**src/rtl/core/gbpg_pkg.sv**
```systemverilog
// Shared types and constants of the gradient bar pattern generator.
package gbpg_pkg;

  // Default limits handed to the top level parameters
  localparam int GBPG_MAX_WIDTH  = 4096;
  localparam int GBPG_MAX_HEIGHT = 4096;
  localparam int GBPG_MAX_BARS   = 256;

  // Fixed field widths
  localparam int CFG_DIM_W   = 13;
  localparam int CFG_BARS_W  = 9;
  localparam int COLOR_W     = 24;
  localparam int CFG_DATA_W  = 24;
  localparam int CFG_IDX_W   = 3;
  localparam int COMP_W      = 8;
  localparam int NUM_CHAN    = 3;
  localparam int PIX_COORD_W = 12;

  typedef enum logic [CFG_IDX_W-1:0] {
    REG_FRAME_WIDTH  = 3'd0,
    REG_FRAME_HEIGHT = 3'd1,
    REG_BAR_COUNT    = 3'd2,
    REG_START_COLOR  = 3'd3,
    REG_END_COLOR    = 3'd4
  } cfg_reg_e;

  localparam logic [CFG_DIM_W-1:0]  FRAME_WIDTH_RST  = 13'd640;
  localparam logic [CFG_DIM_W-1:0]  FRAME_HEIGHT_RST = 13'd480;
  localparam logic [CFG_BARS_W-1:0] BAR_COUNT_RST    = 9'd10;
  localparam logic [COLOR_W-1:0]    START_COLOR_RST  = 24'hFF0000;
  localparam logic [COLOR_W-1:0]    END_COLOR_RST    = 24'h0000FF;

  typedef struct packed {
    logic restart;
  } gbpg_req_t;

  typedef struct packed {
    logic [COMP_W-1:0]      comp_first;
    logic [COMP_W-1:0]      comp_second;
    logic [COMP_W-1:0]      comp_third;
    logic [PIX_COORD_W-1:0] pixel_column;
    logic [PIX_COORD_W-1:0] pixel_row;
    logic                   line_end;
    logic                   frame_end;
  } gbpg_pix_t;

  // Status of the setup sequencer as seen by the top level
  typedef struct packed {
    logic busy;      // divisions or table fill in progress
    logic pos_load;  // raster position results are valid this cycle
    logic tbl_we;    // color table write this cycle
  } setup_ctl_t;

endpackage

```
**src/rtl/core/gbpg_divider.sv**
```systemverilog
// Serial restoring divider, one quotient bit per cycle.
module gbpg_divider #(
  parameter int DIV_W = 13
) (
  input  logic             clk_i,
  input  logic             rst_ni,
  input  logic             start_i,
  input  logic [DIV_W-1:0] dividend_i,
  input  logic [DIV_W-1:0] divisor_i,
  output logic [DIV_W-1:0] quot_o,
  output logic [DIV_W-1:0] rem_o,
  output logic             done_o
);

  localparam int CNT_W = $clog2(DIV_W + 1);

  logic [CNT_W-1:0] cnt_q;
  logic             run_q;
  logic             done_q;
  logic [DIV_W-1:0] quot_q;
  logic [DIV_W-1:0] rem_q;
  logic [DIV_W-1:0] dvs_q;
  logic [DIV_W:0]   shifted;
  logic [DIV_W:0]   diff;

  assign shifted = {rem_q, quot_q[DIV_W-1]};
  assign diff    = shifted - {1'b0, dvs_q};

  always_ff @(posedge clk_i or negedge rst_ni) begin
    if (!rst_ni) begin
      cnt_q  <= '0;
      run_q  <= 1'b0;
      done_q <= 1'b0;
    end else begin
      done_q <= 1'b0;
      if (start_i) begin
        cnt_q <= CNT_W'(DIV_W);
        run_q <= 1'b1;
      end else if (run_q) begin
        cnt_q <= cnt_q - CNT_W'(1);
        if (cnt_q == CNT_W'(1)) begin
          run_q  <= 1'b0;
          done_q <= 1'b1;
        end
      end
    end
  end

  always_ff @(posedge clk_i) begin
    if (start_i) begin
      dvs_q  <= divisor_i;
      quot_q <= dividend_i;
      rem_q  <= '0;
    end else if (run_q) begin
      quot_q <= {quot_q[DIV_W-2:0], ~diff[DIV_W]};
      rem_q  <= diff[DIV_W] ? shifted[DIV_W-1:0] : diff[DIV_W-1:0];
    end
  end

  assign quot_o = quot_q;
  assign rem_o  = rem_q;
  assign done_o = done_q;

endmodule

```
**src/rtl/core/gbpg_setup.sv**
```systemverilog
// Setup sequencer: bar width, raster position and per-bar color table fill.
module gbpg_setup import gbpg_pkg::*; #(
  parameter int MAX_WIDTH = GBPG_MAX_WIDTH,
  parameter int MAX_BARS  = GBPG_MAX_BARS,
  parameter int DIV_W     = 13
) (
  input  logic                           clk_i,
  input  logic                           rst_ni,
  input  logic                           start_i,
  input  logic [$clog2(MAX_WIDTH):0]     w_eff_i,
  input  logic [$clog2(MAX_BARS+1)-1:0]  bars_eff_i,
  input  logic [$clog2(MAX_WIDTH)-1:0]   col_eff_i,
  input  logic [COLOR_W-1:0]             start_color_i,
  input  logic [COLOR_W-1:0]             end_color_i,
  output setup_ctl_t                     ctl_o,
  output logic [$clog2(MAX_WIDTH)-1:0]   bar_width_o,
  output logic [$clog2(MAX_WIDTH)-1:0]   pos_index_o,
  output logic [$clog2(MAX_WIDTH)-1:0]   pos_offset_o,
  output logic [$clog2(MAX_WIDTH)-1:0]   tbl_addr_o,
  output logic [COLOR_W-1:0]             tbl_data_o
);

  localparam int COL_W  = $clog2(MAX_WIDTH);
  localparam int WW     = COL_W + 1;
  localparam int BAR_W  = $clog2(MAX_BARS);
  localparam logic [1:0] LAST_CHAN = 2'(NUM_CHAN - 1);

  typedef enum logic [2:0] {
    ST_IDLE,
    ST_BW,
    ST_POS,
    ST_STEP,
    ST_FILL
  } state_e;

  state_e            state_q;
  logic              go_q;
  logic              pos_load_q;
  logic [1:0]        chan_q;
  logic [COL_W-1:0]  bw_q;
  logic [COL_W-1:0]  idx_q;
  logic [COL_W-1:0]  off_q;
  logic [COL_W-1:0]  fill_q;
  logic [COMP_W-1:0] acc_q   [NUM_CHAN];
  logic [BAR_W-1:0]  rem_q   [NUM_CHAN];
  logic [COMP_W-1:0] qstep_q [NUM_CHAN];
  logic [BAR_W-1:0]  rstep_q [NUM_CHAN];

  logic [COMP_W-1:0] s_b   [NUM_CHAN];
  logic [COMP_W-1:0] e_b   [NUM_CHAN];
  logic              sgn   [NUM_CHAN];
  logic [COMP_W-1:0] mag   [NUM_CHAN];
  logic [BAR_W:0]    rsum  [NUM_CHAN];
  logic              wrap  [NUM_CHAN];
  logic [BAR_W-1:0]  rem_d [NUM_CHAN];
  logic [COMP_W-1:0] acc_d [NUM_CHAN];
  logic [COMP_W-1:0] comp  [NUM_CHAN];
  logic [BAR_W-1:0]  bm1;

  logic [DIV_W-1:0]  div_dividend;
  logic [DIV_W-1:0]  div_divisor;
  logic [DIV_W-1:0]  div_quot;
  logic [DIV_W-1:0]  div_rem;
  logic              div_done;
  logic              div_take;

  assign bm1 = BAR_W'(bars_eff_i - 1'b1);

  // Gradient per channel: quotient mod 256 and remainder of idx*|d|/(bars-1),
  // advanced one bar per fill cycle.
  always_comb begin
    for (int c = 0; c < NUM_CHAN; c++) begin
      s_b[c]   = start_color_i[COMP_W*(NUM_CHAN-1-c) +: COMP_W];
      e_b[c]   = end_color_i[COMP_W*(NUM_CHAN-1-c) +: COMP_W];
      sgn[c]   = e_b[c] < s_b[c];
      mag[c]   = sgn[c] ? s_b[c] - e_b[c] : e_b[c] - s_b[c];
      rsum[c]  = {1'b0, rem_q[c]} + {1'b0, rstep_q[c]};
      wrap[c]  = rsum[c] >= {1'b0, bm1};
      rem_d[c] = wrap[c] ? rsum[c][BAR_W-1:0] - bm1 : rsum[c][BAR_W-1:0];
      acc_d[c] = acc_q[c] + qstep_q[c] + COMP_W'(wrap[c]);
      comp[c]  = sgn[c] ? s_b[c] - acc_q[c] : s_b[c] + acc_q[c];
    end
  end

  always_comb begin
    unique case (state_q)
      ST_BW: begin
        div_dividend = DIV_W'(w_eff_i);
        div_divisor  = DIV_W'(bars_eff_i);
      end
      ST_POS: begin
        div_dividend = DIV_W'(col_eff_i);
        div_divisor  = DIV_W'(bw_q);
      end
      ST_STEP: begin
        div_dividend = DIV_W'(mag[chan_q]);
        div_divisor  = DIV_W'(bm1);
      end
      default: begin
        div_dividend = '0;
        div_divisor  = DIV_W'(1);
      end
    endcase
  end

  gbpg_divider #(
    .DIV_W(DIV_W)
  ) u_div (
    .clk_i     (clk_i),
    .rst_ni    (rst_ni),
    .start_i   (go_q),
    .dividend_i(div_dividend),
    .divisor_i (div_divisor),
    .quot_o    (div_quot),
    .rem_o     (div_rem),
    .done_o    (div_done)
  );

  // a done left over from an aborted division is ignored while a new one starts
  assign div_take = div_done && !go_q;

  always_ff @(posedge clk_i or negedge rst_ni) begin
    if (!rst_ni) begin
      state_q    <= ST_BW;
      go_q       <= 1'b1;
      pos_load_q <= 1'b0;
      chan_q     <= '0;
      bw_q       <= COL_W'(1);
      idx_q      <= '0;
      off_q      <= '0;
      fill_q     <= '0;
      for (int c = 0; c < NUM_CHAN; c++) begin
        acc_q[c]   <= '0;
        rem_q[c]   <= '0;
        qstep_q[c] <= '0;
        rstep_q[c] <= '0;
      end
    end else begin
      go_q       <= 1'b0;
      pos_load_q <= 1'b0;
      if (start_i) begin
        state_q <= ST_BW;
        go_q    <= 1'b1;
      end else begin
        unique case (state_q)
          ST_IDLE: begin
            state_q <= ST_IDLE;
          end
          ST_BW: begin
            if (div_take) begin
              bw_q    <= (div_quot == '0) ? COL_W'(1) : div_quot[COL_W-1:0];
              go_q    <= 1'b1;
              state_q <= ST_POS;
            end
          end
          ST_POS: begin
            if (div_take) begin
              idx_q      <= div_quot[COL_W-1:0];
              off_q      <= div_rem[COL_W-1:0];
              pos_load_q <= 1'b1;
              chan_q     <= '0;
              go_q       <= 1'b1;
              state_q    <= ST_STEP;
            end
          end
          ST_STEP: begin
            if (div_take) begin
              qstep_q[chan_q] <= div_quot[COMP_W-1:0];
              rstep_q[chan_q] <= div_rem[BAR_W-1:0];
              if (chan_q == LAST_CHAN) begin
                fill_q <= '0;
                for (int c = 0; c < NUM_CHAN; c++) begin
                  acc_q[c] <= '0;
                  rem_q[c] <= '0;
                end
                state_q <= ST_FILL;
              end else begin
                chan_q <= chan_q + 1'b1;
                go_q   <= 1'b1;
              end
            end
          end
          ST_FILL: begin
            for (int c = 0; c < NUM_CHAN; c++) begin
              acc_q[c] <= acc_d[c];
              rem_q[c] <= rem_d[c];
            end
            fill_q <= fill_q + 1'b1;
            if ({1'b0, fill_q} == w_eff_i - WW'(1)) begin
              state_q <= ST_IDLE;
            end
          end
          default: begin
            state_q <= ST_IDLE;
          end
        endcase
      end
    end
  end

  assign ctl_o.busy     = (state_q != ST_IDLE);
  assign ctl_o.pos_load = pos_load_q;
  assign ctl_o.tbl_we   = (state_q == ST_FILL);
  assign bar_width_o    = bw_q;
  assign pos_index_o    = idx_q;
  assign pos_offset_o   = off_q;
  assign tbl_addr_o     = fill_q;
  assign tbl_data_o     = {comp[0], comp[1], comp[2]};

endmodule

```
**config.mk**
```make
export PLATFORM = sky130hd
export DESIGN_NAME = gbpg_setup
export DESIGN_NICKNAME = d
export VERILOG_FILES = /design/src/rtl/core/gbpg_pkg.sv /design/src/rtl/core/gbpg_divider.sv /design/src/rtl/core/gbpg_setup.sv
export SDC_FILE = /design/constraint.sdc
export NUM_CORES = 1
export LEC_CHECK = 0
export ABC_AREA = 0
export ABC_CLOCK_PERIOD_IN_PS = 5100
export BUFFER_PORTS_ARGS = -buffer_cell sky130_fd_sc_hd__buf_2
export CORE_MARGIN = 1.5
export CORE_UTILIZATION = 50
export DETAILED_ROUTE_END_ITERATION = 8
export PLACE_DENSITY = 0.77
export SLEW_MARGIN = 10
export SYNTH_ARGS = -nofsm -noshare
export SYNTH_HDL_FRONTEND = slang
export SYNTH_SLANG_ARGS = --single-unit
```
**constraint.sdc**
```tcl
create_clock -name clk_i -period 5.1 [get_ports clk_i]
set_input_delay 0.51 -clock clk_i [delete_from_list [all_inputs] [get_ports clk_i]]
set_output_delay 0.51 -clock clk_i [all_outputs]
set_load 0.05 [all_outputs]
```
==> results by group <==
Run status
  • Outcome: complete, no violations

Placed design
  • Pre-CTS setup slack: 0.480 ns
  • DPL Wire Length: 30.4 mm
  • I/O Buffers: 159
  • Area of placed instances: 0.0166 mm2
  • Placed cells: 2183
  • GP Congestion: 0.921

STA
  • Final worst-path cycle share: 92.2%
  • Rel. slew slack: 23.4%
  • Hold_ws: 0.111 ns
  • Unrepaired setup endpoints after global routing: false
  • Final setup TNS: 0 ns
  • Clock Skews: 0.00932 ns
  • Final WS setup: 0.400 ns
  • Final Hold Fails: 0
  • Highest clock rate: 213 MHz
  • Worst-margin pin slew: 1.15 ns
  • Min Tclk post-route: 4.70 ns
  • Final setup vio count: 0
  • Max-slew violations: 0

Clocking
  • Hold bufs inserted after CTS: 0
  • Clock Tree Buf Depth: 2
  • # clock sinks: 195
  • CTS buffer count: 17
  • Cts repair resizes: 0
  • Post-CTS Setup Inserts: 0
  • Later-pin clock latency in the skew report: 0.45 ns
  • Root buffer cell: clkbuf_16
  • Clock-pin slew on the worst setup and hold paths: 0.07 ns
  • CTS tree: built
  • H-tree depth: 4

Final layout
  • Fillers: 2613
  • Antenna cells: 0
  • Post-Layout Cell Count: 2215
  • P&R area growth vs syn: 11.1%
  • Register area: 0.00494 mm2
  • Area of the multi-input gates: 0.00971 mm2
  • Design Area, Final: 0.0172 mm2
  • Final #Nets: 2068
  • Layout cell share with drive strength beyond 1: 17.2%

Pwr
  • Power density over cell area: 286 mW/mm2
  • Leak Pwr: 0.00844 uW
  • Max VDD drop: 0.270 mV

Detailed routing
  • DR vias/cell: 5.89
  • TritonRoute pass-1 iters: 7
  • WL per Instance: 18.1 um
  • # DRC: 0
  • Total Routed Length: 40.2 mm
  • Initial DRC Count: 834
  • Vias: 13000
  • DRT antenna net count: 0

Die
  • Width of the die: 179 um
  • Die H: 179 um
  • Die Area: 0.0320 mm2
  • Ports: 160
  • Row Count: 64
  • Core Box Area: 0.0305 mm2
  • Starting density of the core: 50.7%

Global route
  • Initial antenna violation count: 1
  • Number of global-route vias before repair: 12900
  • GRT Util Overall: 25.7%
  • Grt total ovfl: 0
  • First-pass GRT wire length: 64.8 mm
  • Largest net degree at the start of global routing: 80

Worst setup path
  • Worst-path maximum fanout: 4
  • CP Data Arrival Time: 5.06 ns
  • Critical path cell sequence: ha_1, fa_1, a21o_1, a21oi_1, o21bai_1, a21oi_1, xnor2_1, ha_1, nand4_1, nor2_1, a2111oi_4, nand2_1, inv_1, fa_1, nor2b_1, o21ai_0, a21boi_0, o21ai_0, a21oi_1, xnor2_1, or3_1, o21ai_0
  • Max stage delay cell, worst path: fa_1
  • Setup CP Type: reg -> reg
  • Endpoint class of the critical path: flip-flop
  • Max incr delay on CP: 0.42 ns
  • Setup slack, reg-to-reg: 0.40 ns
  • CP Launch Type: flip-flop
  • Critical path required time: 5.46 ns

Logic synthesis
  • Synth Instances: 1679
  • Unique cell type count in the Yosys netlist: 86
  • Synth area leaders: dfrtp_1 25%, ha_1 13%, mux2_2 5.7%, xnor2_1 5.1%, edfxtp_1 4.8%
  • Share of the synthesized area in the top cell type: 24.9%
  • Post-Syn Area: 0.0155 mm2
  • Cell taking the most area after synthesis: dfrtp_1
  • Synth Flop Type: dfrtp_1
  • Most numerous cell in the Yosys netlist: ha_1
  • Synth async-reset ratio: 80.5%
  • Synth top cells by count: 155 x ha_1, 154 x dfrtp_1, 144 x inv_1
  • Yosys warns: 0
  • Syn Area/Cell: 9.22 um2
  • Seq cells post-synth: 195
  • EDFF count, synth: 25
  • Sequential fraction of the synthesis area: 31.9%
  • Net Count, Synth: 1941

Min path
  • Min-Delay Path Class: in -> async

Flow run
  • Max cap viols: 0
-- registers in the layout, indices dropped and copies added, names as in the netlist, 2 cells and up --
name and count:
chan_q 2, tbl_addr_o 12, state_q 3, rem_q 24, pos_offset_o 12, rstep_q 24, u_div.rem_o 13, acc_q 24
u_div.cnt_q 4, pos_index_o 12, u_div.quot_o 13, bar_width_o 12, qstep_q 24, u_div.dvs_q 12
-- cell families (layout without fill, tap and decap cells) --
group | Yosys count | in the layout | share of synthesized area (%)
compound gates | 422 | 422 | 18.2
xor+xnor | 132 | 132 | 7.47
fa+ha+maj | 177 | 177 | 15.4
buf+inv | 210 | 350 | 5.40
flops | 195 | 195 | 31.9
mux | 125 | 125 | 8.71
simple gates | 418 | 418 | 12.9
-- worst max-delay path, delay by kind of cell (launching register included) --
kind | cells | cell delay (ns)
AND/OR/NAND/NOR | 5 | 0.67
adder cells (fa/ha/maj) | 4 | 1.20
XOR/XNOR | 2 | 0.34
buffers and inverters | 1 | 0.12
AO/OA/AOI/OAI | 10 | 1.91
flip-flops | 1 | 0.39
-- routing by layer --
metal	track usage (%)	vias to the layer above	wire length (um)
li1	-	6212	-
met1	33.7	6231	17400
met2	42.7	520	18800
met3	4.98	80	2990
met4	8.30	2	998
met5	0	-	11
-- final cells by class --
| class | instances | area share (%) |
|---|---|---|
| inverter | 145 | 3.16 |
| sequential | 195 | 28.7 |
| clock inverter | 13 | 0.968 |
| multi-input combinational | 1274 | 56.5 |
| clock buffer | 19 | 2.52 |
| tap | 396 | 2.88 |
| timing repair buffer | 173 | 5.27 |
-- report_power, final --
part	leakage, uW	internal (uW)	switching, uW
clock network	0.000286	743	648
logic	0.00569	663	1050
registers	0.00247	1660	150
-- layout by cell type (no fill, tap or decap), types with 29 or more instances in the layout --
cell type,synthesis,final
o21ai_0,98,98
xnor2_1,91,91
nor2_1,119,119
nand2_1,128,128
ha_1,155,155
o22ai_1,31,31
xor2_1,41,41
inv_1,144,144
nor2b_1,29,29
a21oi_1,99,99
mux2i_1,47,47
mux2_2,78,78
dfrtp_1,154,154
buf_2,11,158
-- per-stage QoR --
step                      util [%]  power [uW]
after global placement        54.4        3490
after global routing          56.4        5170
final                         56.4        4920
after floorplan                  -        3010
after CTS                     56.4        4920
after detailed placement      54.4        3530
-- worst paths after layout --
kind | cells past startpoint | start | end
max | 22 | rem_q[16]$_DFFE_PN0P_ | acc_q[23]$_DFFE_PN0P_
min | 1 | rst_ni | rem_q[12]$_DFFE_PN0P_
max reg2reg | 22 | rem_q[16]$_DFFE_PN0P_ | acc_q[23]$_DFFE_PN0P_
min reg2reg | 2 | rem_q[6]$_DFFE_PN0P_ | rem_q[6]$_DFFE_PN0P_
max in group asynchronous | 2 | rst_ni | qstep_q[3]$_DFFE_PN0P_
min in group clk_i | 2 | start_i | state_q[1]$_DFFE_PN0P_
Note: power is estimated with default switching activity, not from simulation.
